--- config.mk ---
export PLATFORM = sky130hd
export DESIGN_NAME = xml_escape_encoder_top
export DESIGN_NICKNAME = d
export VERILOG_FILES = /design/src/hw/rtl/xesc_pkg.sv /design/src/hw/rtl/xml_escape_encoder_top.sv /design/src/hw/rtl/xesc_expand.sv /design/src/hw/rtl/xesc_count.sv
export SDC_FILE = /design/constraint.sdc
export NUM_CORES = 1
export LEC_CHECK = 0
export BUFFER_PORTS_ARGS = -buffer_cell sky130_fd_sc_hd__buf_4
export CELL_PAD_IN_SITES_DETAIL_PLACEMENT = 1
export CELL_PAD_IN_SITES_GLOBAL_PLACEMENT = 1
export CORE_MARGIN = 1.5
export CORE_UTILIZATION = 47
export DETAILED_ROUTE_END_ITERATION = 16
export HOLD_SLACK_MARGIN = 0.02
export PLACE_DENSITY_LB_ADDON = 0.1
export SLEW_MARGIN = 20
export SYNTH_ARGS = -nofsm -noshare
export SYNTH_HDL_FRONTEND = slang
export SYNTH_SLANG_ARGS = --single-unit
export TNS_END_PERCENT = 30
--- constraint.sdc ---
create_clock -name clock -period 6.1 [get_ports clock]
set_input_delay 0.305 -clock clock [delete_from_list [all_inputs] [get_ports clock]]
set_output_delay 0.305 -clock clock [all_outputs]
set_load 0.01 [all_outputs]
--- src/hw/rtl/xesc_pkg.sv ---
// Shared constants, types and the entity lookup of the XML escape encoder.
package xesc_pkg;

   localparam int LENGTH_BITS = 16;
   localparam int RUN_MAX = 6;
   localparam int IDX_BITS = $clog2(RUN_MAX);

   localparam logic [7:0] CHAR_AMP   = 8'h26;
   localparam logic [7:0] CHAR_LT    = 8'h3C;
   localparam logic [7:0] CHAR_GT    = 8'h3E;
   localparam logic [7:0] CHAR_QUOT  = 8'h22;
   localparam logic [7:0] CHAR_TAB   = 8'h09;
   localparam logic [7:0] CHAR_LF    = 8'h0A;
   localparam logic [7:0] CHAR_CR    = 8'h0D;
   localparam logic [7:0] CHAR_NUL   = 8'h00;

   localparam logic [LENGTH_BITS-1:0] LEN_MAX = {LENGTH_BITS{1'b1}};

   typedef logic [0:RUN_MAX-1][7:0] seq_type;

   typedef struct packed {
      logic [IDX_BITS-1:0] len;
      seq_type             seq;
   } entity_type;

   // One beat headed for the result register.
   typedef struct packed {
      logic       valid;
      logic [7:0] data;
      logic       last;
      logic       term;
   } beat_type;

   function automatic entity_type entity_lookup(input logic [7:0] b);
      entity_type e;
      e.len = IDX_BITS'(1);
      e.seq = {b, 40'h0};
      unique case (b)
         CHAR_AMP: begin
            e.len = IDX_BITS'(5);
            e.seq = {"&amp;", 8'h00};
         end
         CHAR_LT: begin
            e.len = IDX_BITS'(4);
            e.seq = {"&lt;", 16'h0000};
         end
         CHAR_GT: begin
            e.len = IDX_BITS'(4);
            e.seq = {"&gt;", 16'h0000};
         end
         CHAR_QUOT: begin
            e.len = IDX_BITS'(6);
            e.seq = "&quot;";
         end
         CHAR_TAB: begin
            e.len = IDX_BITS'(4);
            e.seq = {"&#9;", 16'h0000};
         end
         CHAR_LF: begin
            e.len = IDX_BITS'(5);
            e.seq = {"&#10;", 8'h00};
         end
         CHAR_CR: begin
            e.len = IDX_BITS'(5);
            e.seq = {"&#13;", 8'h00};
         end
         default: begin
            e.len = IDX_BITS'(1);
            e.seq = {b, 40'h0};
         end
      endcase
      return e;
   endfunction

endpackage

--- src/hw/rtl/xml_escape_encoder_top.sv ---
// Top level of the XML escape encoder with its result register.
// An accepted byte passes the input register and then the result register to the output.
// Throughput: one result beat per cycle while not stalled; a plain character gives one beat,
// an escaped one 4 to 6 beats, as the single result register emits one byte per beat.
// Reset: synchronous active-high reset clears the sequencer, result valid and the
// length counter; no clearing pass is needed.
module xml_escape_encoder_top (
   input  logic        clock,
   input  logic        reset,
   input  logic        req_valid,
   output logic        req_stall,
   input  logic [7:0]  req_in_byte,
   output logic        rsp_valid,
   input  logic        rsp_stall,
   output logic [7:0]  rsp_out_byte,
   output logic        rsp_run_last,
   output logic        rsp_string_end,
   output logic [15:0] rsp_escaped_length
);
   import xesc_pkg::*;

   beat_type    beat;
   logic        take;
   logic [15:0] length;

   logic        rsp_valid_ff, rsp_valid_in;
   logic [7:0]  rsp_byte_ff;
   logic        rsp_last_ff;
   logic        rsp_end_ff;
   logic [15:0] rsp_len_ff;

   assign take = beat.valid && (!rsp_valid_ff || !rsp_stall);

   xesc_expand u_expand (
      .clock       (clock),
      .reset       (reset),
      .req_valid   (req_valid),
      .req_stall   (req_stall),
      .req_in_byte (req_in_byte),
      .take        (take),
      .beat        (beat)
   );

   xesc_count u_count (
      .clock  (clock),
      .reset  (reset),
      .take   (take),
      .beat   (beat),
      .length (length)
   );

   always_comb begin
      rsp_valid_in = rsp_valid_ff;
      if (take) begin
         rsp_valid_in = 1'b1;
      end else if (!rsp_stall) begin
         rsp_valid_in = 1'b0;
      end
   end

   always_ff @(posedge clock) begin
      if (reset) begin
         rsp_valid_ff <= 1'b0;
      end else begin
         rsp_valid_ff <= rsp_valid_in;
      end
      if (take) begin
         rsp_byte_ff <= beat.data;
         rsp_last_ff <= beat.last;
         rsp_end_ff  <= beat.term;
         rsp_len_ff  <= beat.term ? length : 16'h0000;
      end
   end

   assign rsp_valid          = rsp_valid_ff;
   assign rsp_out_byte       = rsp_byte_ff;
   assign rsp_run_last       = rsp_last_ff;
   assign rsp_string_end     = rsp_end_ff;
   assign rsp_escaped_length = rsp_len_ff;

endmodule

--- src/hw/rtl/xesc_expand.sv ---
// Input register and run sequencer: walks each character's escape run one byte per beat.
module xesc_expand (
   input  logic               clock,
   input  logic               reset,
   input  logic               req_valid,
   output logic               req_stall,
   input  logic [7:0]         req_in_byte,
   input  logic               take,
   output xesc_pkg::beat_type beat
);
   import xesc_pkg::*;

   logic                cur_valid_ff, cur_valid_in;
   logic [7:0]          cur_byte_ff, cur_byte_in;
   logic [IDX_BITS-1:0] idx_ff, idx_in;
   entity_type          ent;
   logic                last;
   logic                load;

   assign ent  = entity_lookup(cur_byte_ff);
   assign last = (idx_ff == ent.len - IDX_BITS'(1));

   // The slot frees up in the same cycle its final byte moves out.
   assign req_stall = cur_valid_ff && !(take && last);
   assign load      = req_valid && !req_stall;

   assign beat.valid = cur_valid_ff;
   assign beat.data  = ent.seq[idx_ff];
   assign beat.last  = last;
   assign beat.term  = (cur_byte_ff == CHAR_NUL);

   always_comb begin
      cur_valid_in = cur_valid_ff;
      cur_byte_in  = cur_byte_ff;
      idx_in       = idx_ff;
      if (take && !last) begin
         idx_in = idx_ff + IDX_BITS'(1);
      end else if (!cur_valid_ff || take) begin
         cur_valid_in = load;
         cur_byte_in  = req_in_byte;
         idx_in       = '0;
      end
   end

   always_ff @(posedge clock) begin
      if (reset) begin
         cur_valid_ff <= 1'b0;
         idx_ff       <= '0;
      end else begin
         cur_valid_ff <= cur_valid_in;
         idx_ff       <= idx_in;
      end
      cur_byte_ff <= cur_byte_in;
   end

endmodule

--- src/hw/rtl/xesc_count.sv ---
// Saturating count of escaped bytes in the current string.
module xesc_count (
   input  logic               clock,
   input  logic               reset,
   input  logic               take,
   input  xesc_pkg::beat_type beat,
   output logic [15:0]        length
);
   import xesc_pkg::*;

   logic [LENGTH_BITS-1:0] count_ff, count_in;

   assign length = 16'(count_ff);

   always_comb begin
      count_in = count_ff;
      if (take) begin
         if (beat.term) begin
            count_in = '0;
         end else if (count_ff != LEN_MAX) begin
            count_in = count_ff + LENGTH_BITS'(1);
         end
      end
   end

   always_ff @(posedge clock) begin
      if (reset) begin
         count_ff <= '0;
      end else begin
         count_ff <= count_in;
      end
   end

endmodule

* Word level (Yosys, flattened, before mapping)
Cells that the tools add are included.
** Storage, ports and cells
- Word-level logic and storage cells :: 53
- Output and inout bits :: 28
- Register bits :: 55
- Bits of input ports :: 12
** Cells by class
- Bitwise operators :: 2
- Order comparisons :: 1
- Equality and inequality tests :: 10
- Add/sub/neg operators :: 3
- Reductions and logical operators :: 18
- Multiplexer cells :: 10
** Operators with widths (count)
- 51-bit case mux with 7 select lines :: 1
- 8-bit by 6-bit == test with 1-bit output, second input constant :: 4
- 16-bit 2-to-1 mux :: 2
- 8-bit binary-select mux with 3-bit select :: 1
- 8-bit by 4-bit == test with 1-bit output, second input constant :: 3
- 16-bit by 1-bit adder with 16-bit output, second input constant :: 1
- 8-bit 2-to-1 mux :: 2
- 16-bit != test, second input constant :: 1
- 8-bit zero test :: 1
- 1-bit zero test :: 6
- 3-bit 2-to-1 mux :: 2
- 1-bit logical AND :: 5
- 4-bit >= comparator, second input constant :: 1
- 3-bit NOT with 4-bit output :: 1
- 2-bit AND reduction :: 2
- 2-bit nonzero test :: 2
- 3-bit by 1-bit adder with 3-bit output, second input constant :: 1
- 3-bit == test :: 1
- 3-bit by 1-bit subtractor with 3-bit output, second input constant :: 1
- 1-bit logical OR :: 2
- 1-bit 2-to-1 mux :: 2
- 2-bit by 1-bit != test with 1-bit output, second input constant :: 1
- 1-bit NOT :: 1

* Logic depth before layout (Yosys ltp)
Gate-level depths: netlist of run 1.
- Depth after elaboration :: 9
- Gate-level depth with buffers :: 15
- Depth with buffers taken out :: 13

* Hierarchy
From an unflattened synthesis of run 1, not the netlist that was laid out.
** Second synthesis, totals
- Cell total of the unflattened synthesis :: 303
- Area total of the unflattened synthesis :: 3049.2 um2
** Modules (own cells, without submodules)
- xesc_expand :: seq. area each 320.3 um2, cells an instance 136, area each 1101.1 um2, instances 1
- xesc_count :: seq. area each 320.3 um2, cells an instance 120, area each 1004.7 um2, instances 1
- xml_escape_encoder_top :: seq. area each 800.8 um2, cells an instance 47, area each 943.4 um2, instances 1

* Worst setup path before layout of run 1
No wires, ideal clock.
- Path type :: reg2out
- From :: register u_expand.cur_byte_ff[4]
- To :: output req_stall
- Setup slack :: 2795 ps
- Arrival time :: 3000 ps
- Data required time :: 5795 ps
- Stages on the path, launching flop included :: 14
- Buffers on the path :: 1
- Path through :: edfxtp_1 nor3_4 nand3_2 nor2_4 inv_2 and2_1 buf_2 inv_1 ha_1 xor2_1 xor2_1 a31oi_4 o31ai_2 inv_1
** Between the ends
- Longest elaborated chain between the ends :: 7
- Elaborated cells between the ends (all ways) :: 13
- Classes of those cells :: 1 x add/sub; 8 x eq/ne; 1 x mux; 3 x reduce/logical
** RTL lines
- start: declaration :: RTL line xesc_expand.sv:14 : logic [7:0] cur_byte_ff, cur_byte_in;
- start signal: assignment :: RTL line xesc_expand.sv:53 : cur_byte_ff <= cur_byte_in;
- 8-bit by 4-bit == test with 1-bit output or 8-bit by 6-bit == test with 1-bit output (tied branches) :: RTL line xesc_pkg.sv:38 : unique case (b)
- 51-bit case mux with 7 select lines * :: RTL line xesc_pkg.sv:38
- 3-bit by 1-bit subtractor with 3-bit output * :: RTL line xesc_expand.sv:21 : assign last = (idx_ff == ent.len - IDX_BITS'(1));
- 3-bit == test * :: RTL line xesc_expand.sv:21
- 1-bit logical AND * :: RTL line xesc_expand.sv:24 : assign req_stall = cur_valid_ff && !(take && last);
- 1-bit zero test * :: RTL line xesc_expand.sv:24
- 1-bit logical AND * :: RTL line xesc_expand.sv:24
- end: declaration :: RTL line xml_escape_encoder_top.sv:11 : output logic req_stall,
Every way passes the cells marked *; elsewhere a longest branch is shown, timed or not.

* Worst setup path in the final report of run 1
- From :: register u_expand.cur_byte_ff[2]
- To :: output req_stall
The elaborated chain is that of the path after synthesis.

==> results.json, run 1 <==
{
  "synth-main-ff-cell": "edfxtp_1",
  "die_w_um": 79.8,
  "layout_commonest_cell": "buf_4",
  "drive_above_1_share_pct": 19.2,
  "post-route-drc-count": 0,
  "die_y_um": 79.8,
  "finalCritPeriodShare_pct": 70.2,
  "final_cell_mix": "buf_4 (39), edfxtp_1 (34), nor2_1 (29), dfxtp_1 (21)",
  "clockRootBuffer": "clkbuf_8",
  "gp_congestion": 0.883,
  "fill_cells": 629,
  "vias_per_cell": 5.75,
  "fin_cells": 384,
  "grt_pass1_wl_mm": 10.9,
  "rsz0062_at_grt": "false",
  "hold_viol_final": 0,
  "setup_viol": 0,
  "crit_arrival_ns": 3.98,
  "globalRouteOverflowTotal": 0,
  "diodes": 0,
  "synth_edf_count": 34,
  "groute.usage.overall_pct": 22.6,
  "fp.dieArea_mm2": 0.00637,
  "yosys_warnings": 0,
  "final_max_slew_viol_count": 0,
  "ant_nets": 0,
  "syn_to_final_growth_pct": 15.2,
  "finClkSkew_ns": 0.0119,
  "worstSkewPairLatency_ns": 0.31,
  "cts.sinks": 55,
  "min_to": "u_expand.cur_byte_ff[2]",
  "io_pins": 40,
  "grt_max_degree": 30,
  "cap_viol_max_count": 0,
  "clock_path_buffers": 2,
  "outcome": "finished clean",
  "synth.distinct_cells": 55,
  "htreeDepth": 2,
  "synth-async-reset-ratio_pct": 0,
  "period_needed_ns": 4.28,
  "cp_max_fo": 13,
  "num-nets-final": 326,
  "ir_drop_mv": 0.141,
  "max_freq_mhz": 234,
  "r2r_slack_ns": 2.34,
  "synth-seq-cells": 55,
  "holdCritStartpoint": "req_in_byte[2]",
  "seqCellArea_mm2": 0.00144,
  "synth_nets": 293,
  "clk_pin_slew_ns": 0.09,
  "tightest_slew_ns": 0.867,
  "r2r_start": "u_expand.cur_byte_ff[2]",
  "cp-end-kind": "primary output",
  "relSlewSlack_pct": 41.8,
  "fin_setup_tns_ns": 0,
  "grt_util_met3_pct": 4.46,
  "dr.pass1.iters": 4,
  "critical_path_class": "reg2out",
  "yosysSeqAreaShare_pct": 52.0,
  "avgSynthCellArea_um2": 9.98,
  "grt_pass1_vias": 2178,
  "cp_slowest_cell": "o31ai_2",
  "drt_iter0_drc": 121,
  "synthCells": 278,
  "postCtsSetupRepairBufs": 0,
  "start_util_pct": 49.5,
  "grt_antenna_before_repair": 0,
  "num_rows": 27,
  "critPathLaunchType": "flip-flop",
  "syn-cell-area_mm2": 0.00277,
  "r2r-end": "u_expand.cur_byte_ff[7]",
  "cts_buffers": 5,
  "portBuffers": 39,
  "dp_hpwl_mm": 4.80,
  "detail_route.wl_per_cell_um": 17.3,
  "power.density_mw_per_mm2": 217,
  "ctsResizeCount": 0,
  "cp_slowest_stage_delay_ns": 0.78,
  "cts_tree": "yes",
  "met1_usage_pct": 30.9,
  "crit_chain": "nor2_1, and3_1, o21ai_1, and2_1, inv_1, ha_1, xor2_1, xor2_1, a31oi_4, o31ai_2, inv_1, buf_4",
  "multi_input_area_mm2": 0.00125,
  "wl_mm": 6.66,
  "critPathLaunch": "u_expand.cur_byte_ff[2]",
  "gr-usage-met2_pct": 36.8,
  "r2r_cells": 10,
  "vias": 2208,
  "core_area_mm2": 0.00561,
  "dp.cells": 376,
  "hold_buffers": 0,
  "hold_path_class": "in2reg",
  "hold_depth": 1,
  "grt_busiest_layer": "met2",
  "p_leak_nw": 1.16,
  "required_ns": 5.79
}
==> per-layer routing <==
layer,share of wire (%),up-vias,wire (um)
met5,0,-,0
li1,-,1069,-
met3,3.3,2,220
met2,48,50,3200
met1,48,1087,3200
met4,0.56,0,37
==> cells by family (layout without fill, tap and decap cells) <==
kind of cell,count (synthesis),in the layout,synth area share [%]
AOI/OAI and AO/OA,57,57,13.6
xor gates and xnor gates,13,13,4.10
adders and majority gates,3,3,1.35
buffers and inverters,22,56,3.07
DFF,55,55,52.0
muxes,1,1,0.406
and+or+nand+nor,127,127,25.5
==> worst max path at each step <==
stage / slack (ns) / cells past startpoint / endpoint
3_3_place_gp: 2.33 / 12 / req_stall
6_report: 1.82 / 12 / req_stall
3_5_place_dp: 2.13 / 12 / req_stall
5_1_grt: 1.46 / 12 / req_stall
4_1_cts: 1.78 / 12 / req_stall
2_1_floorplan: 2.79 / 13 / req_stall
==> cell usage after synthesis, types with 2 or more instances <==
cell | instances | area (um^2)
edfxtp_1 | 34 | 1020
nor2_1 | 29 | 109
dfxtp_1 | 21 | 420
a21oi_1 | 19 | 95.1
and2_1 | 19 | 119
nand2_1 | 19 | 71.3
o21ai_0 | 13 | 65.1
nor3_1 | 11 | 55.1
clkbuf_1 | 8 | 30.0
inv_1 | 8 | 30.0
nand3_1 | 8 | 40.0
and3_1 | 7 | 43.8
or3_1 | 7 | 43.8
xnor2_1 | 7 | 61.3
xor2_1 | 6 | 52.6
nor3b_1 | 4 | 30.0
o31ai_1 | 4 | 30.0
a21o_1 | 3 | 22.5
a311oi_1 | 3 | 26.3
buf_1 | 3 | 11.3
ha_1 | 3 | 37.5
nand4b_1 | 3 | 26.3
nor2b_1 | 3 | 18.8
buf_2 | 2 | 10.0
nand2b_1 | 2 | 12.5
o21ai_1 | 2 | 10.0
o22ai_1 | 2 | 12.5
==> registers in the layout, indices dropped and copies added (netlist names) <==
name                   flops
rsp_string_end             1
u_expand.cur_valid_ff      1
u_expand.cur_byte_ff       8
rsp_out_byte               8
rsp_escaped_length        16
u_expand.idx_ff            3
rsp_run_last               1
u_count.length            16
rsp_valid                  1
==> power breakdown <==
part,switching (mW),internal [mW],total [mW]
Sequential,0.0129,0.410,0.423
Combinational,0.0341,0.0290,0.0631
Clock,0.126,0.0834,0.209
Total,0.173,0.522,0.695
==> critical path: cells and delay by family (launching register included) <==
family	cells	cell delay, ns
adder cells (fa/ha/maj)	1	0.21
flip-flops	1	0.64
buffers and inverters	3	0.40
AO/OA/AOI/OAI	3	1.21
AND/OR/NAND/NOR	3	0.70
XOR/XNOR	2	0.50
==> area by class of cell <==
type,instances,area share (%)
sequential,55,45.1
clock buffer,5,2.15
clock inverter,3,0.705
inverter,9,1.06
tap,72,2.82
multi-input combinational,201,39.0
timing repair buffer,39,9.16
==> through the flow <==
stage	util (%)	setup slack, ns	hold WS (ns)	area [um^2]	power, mW
4_1_cts	57.0	1.78	0.160	3200	0.702
3_3_place_gp	55.4	2.33	0.481	3110	0.492
2_1_floorplan	-	2.79	0.374	2770	0.463
5_1_grt	57.0	1.46	0.156	3200	0.724
3_5_place_dp	55.4	2.13	0.486	3110	0.494
6_report	57.0	1.82	0.170	3200	0.695
(Power assumes the default switching activity.)
==> run 2: changes to the inputs <==
--- a/config.mk
+++ b/config.mk
@@ -5,11 +5,12 @@
 export SDC_FILE = /design/constraint.sdc
 export NUM_CORES = 1
 export LEC_CHECK = 0
+export ABC_AREA = 1
 export BUFFER_PORTS_ARGS = -buffer_cell sky130_fd_sc_hd__buf_4
 export CELL_PAD_IN_SITES_DETAIL_PLACEMENT = 1
 export CELL_PAD_IN_SITES_GLOBAL_PLACEMENT = 1
 export CORE_MARGIN = 1.5
-export CORE_UTILIZATION = 47
+export CORE_UTILIZATION = 42
 export DETAILED_ROUTE_END_ITERATION = 16
 export HOLD_SLACK_MARGIN = 0.02
 export PLACE_DENSITY_LB_ADDON = 0.1
==> constraint.sdc (replaced) <==
create_clock -name clock -period 4.3 [get_ports clock]
set_input_delay 0.215 -clock clock [delete_from_list [all_inputs] [get_ports clock]]
set_output_delay 0.215 -clock clock [all_outputs]
set_load 0.01 [all_outputs]
==> run 2 against run 1 <==
Critical path depth stayed put. Flip-flop and latch count stayed put. Combinational power is 51% higher. Worst hold slack worse by 0.093 ns. Sequential power is 40% higher. Utilization is 6.0 points lower. Highest routed layer unchanged.
==> results.json, run 2 <==
{
  "grt_antenna_before_repair": 0,
  "yosys_warnings": 0,
  "crit_chain": "nor2_1, nand2_1, nor2_2, nor2_2, nand2_4, ha_1, xnor2_1, nor2_4, nand3_2, nand2_2, inv_1, buf_4",
  "start_util_pct": 44.3,
  "vias_per_cell": 5.16,
  "final_max_slew_viol_count": 0,
  "groute.usage.overall_pct": 19.9,
  "holdCritStartpoint": "req_in_byte[1]",
  "final_cell_mix": "nand2_1 (59), nor2_1 (54), buf_4 (39), inv_1 (34), edfxtp_1 (34)",
  "fp.dieArea_mm2": 0.00735,
  "ctsResizeCount": 0,
  "dr.pass1.iters": 4,
  "tightest_slew_ns": 0.806,
  "fill_cells": 813,
  "cp_slowest_cell": "edfxtp_1",
  "setup_viol": 0,
  "clockRootBuffer": "clkbuf_8",
  "r2r_start": "u_expand.cur_byte_ff[4]",
  "gp_congestion": 0.849,
  "cp-end-kind": "primary output",
  "diodes": 0,
  "synth-seq-cells": 55,
  "power.density_mw_per_mm2": 296,
  "whs_ns": 0.0775,
  "seqCellArea_mm2": 0.00144,
  "cap_viol_max_count": 0,
  "grt_max_degree": 32,
  "dp_hpwl_mm": 5.07,
  "hold_viol_final": 0,
  "total_power_mw": 0.980,
  "grt_pass1_wl_mm": 11.6,
  "synth.most_common_cell": "nand2_1",
  "post-route-drc-count": 0,
  "core_area_mm2": 0.00649,
  "hold_buffers": 0,
  "die_y_um": 85.7,
  "vias": 2400,
  "die_w_um": 85.7,
  "detail_route.wl_per_cell_um": 14.2,
  "syn_to_final_growth_pct": 15.2,
  "avgSynthCellArea_um2": 8.19,
  "postCtsSetupRepairBufs": 0,
  "num_rows": 29,
  "max_freq_mhz": 367,
  "rsz0062_at_grt": "false",
  "cp_slowest_stage_delay_ns": 0.53,
  "cts.sinks": 55,
  "synth-main-ff-cell": "edfxtp_1",
  "multi_input_area_mm2": 0.00123,
  "cp_max_fo": 10,
  "grt_pass1_vias": 2373,
  "synth.distinct_cells": 34,
  "cts_tree": "yes",
  "hold_path_class": "in2reg",
  "yosysTopAreaCell": "edfxtp_1",
  "synth_common_cells": "nand2_1 (59), nor2_1 (54), inv_1 (35), edfxtp_1 (34), a21oi_1 (26)",
  "drt_iter0_drc": 161,
  "critical_path_class": "reg2out",
  "layout_commonest_cell": "nand2_1",
  "required_ns": 4.09,
  "synth.top_cell.area_share_pct": 35.5,
  "ant_nets": 0,
  "num-nets-final": 402,
  "finalCritPeriodShare_pct": 63.3,
  "period_needed_ns": 2.72,
  "synth_area_leaders": "edfxtp_1 (36%), dfxtp_1 (15%), nand2_1 (7.7%), nor2_1 (7.0%), inv_1 (4.6%)",
  "cts_buffers": 5,
  "fin_setup_tns_ns": 0,
  "synth_nets": 366,
  "outcome": "finished clean",
  "finClkSkew_ns": 0.0139,
  "io_pins": 40,
  "drive_above_1_share_pct": 21.9,
  "syn-cell-area_mm2": 0.00288,
  "ir_drop_mv": 0.175,
  "p_leak_nw": 1.35,
  "relSlewSlack_pct": 46.3,
  "synth_edf_count": 34,
  "clock_path_buffers": 2,
  "synthCells": 351,
  "critPathLaunch": "u_expand.cur_byte_ff[3]",
  "wl_mm": 6.62,
  "clk_pin_slew_ns": 0.09,
  "htreeDepth": 2,
  "synth-async-reset-ratio_pct": 0,
  "globalRouteOverflowTotal": 0,
  "portBuffers": 39,
  "crit_arrival_ns": 2.51,
  "critPathLaunchType": "flip-flop",
  "worstSkewPairLatency_ns": 0.31,
  "path_common_cell": "nor2_2",
  "yosysSeqAreaShare_pct": 50.1
}
==> run 2: final timing paths <==
kind / end / slack, ns / cells past startpoint
worst max-delay path: req_stall / 1.58 / 12
worst min-delay path: u_expand.cur_byte_ff[1] / 0.08 / 1
worst max register to register: u_count.length[8] / 1.95 / 10
worst min register to register: u_count.length[4] / 0.51 / 2
==> run 2: cell type report <==
cell class / count / share of cell area, %
well taps: 77 / 2.91
multi-input cells: 243 / 37.1
clock buffers: 5 / 2.08
flip-flops and latches: 55 / 43.5
clock inverters: 3 / 0.680
inverters: 43 / 4.87
repair buffers: 39 / 8.84
==> run 2: per-layer routing <==
metal	up-vias	GRT usage, %	wire (um)
li1	1237	-	-
met1	1103	29.7	3490
met2	53	30.0	2840
met3	7	2.79	211
met4	0	6.16	80
met5	-	0	0
==> run 2: cells by family after synthesis <==
family	count (synthesis)	synth area share (%)
XOR/XNOR	5	1.52
AND/OR/NAND/NOR	179	29.2
AO/OA/AOI/OAI	56	10.7
flip-flops	55	50.1
adder cells (fa/ha/maj)	3	1.31
buffers and inverters	53	7.14
==> run 2: stage by stage <==
stage	utilization, %	worst slack [ns]	std cells	cell area (um^2)
finish	51.0	1.58	465	3310
CTS	51.0	1.54	465	3310
detailed placement	49.6	1.69	457	3220
global route	51.0	1.34	465	3310
floorplan	-	2.26	351	2880
global placement	49.6	1.82	457	3220
==> run 2: worst max-delay path, delay by kind of cell (launching register included) <==
kind	cells	cell delay [ns]
flip-flops	1	0.53
buffers and inverters	2	0.20
adder cells (fa/ha/maj)	1	0.24
AND/OR/NAND/NOR	8	1.06
XOR/XNOR	1	0.16
==> run 2: report_power, final <==
| part | switching, mW | internal, mW |
|---|---|---|
| combinational | 0.0582 | 0.0368 |
| sequential | 0.0133 | 0.580 |
| clock | 0.174 | 0.118 |
| total | 0.245 | 0.735 |
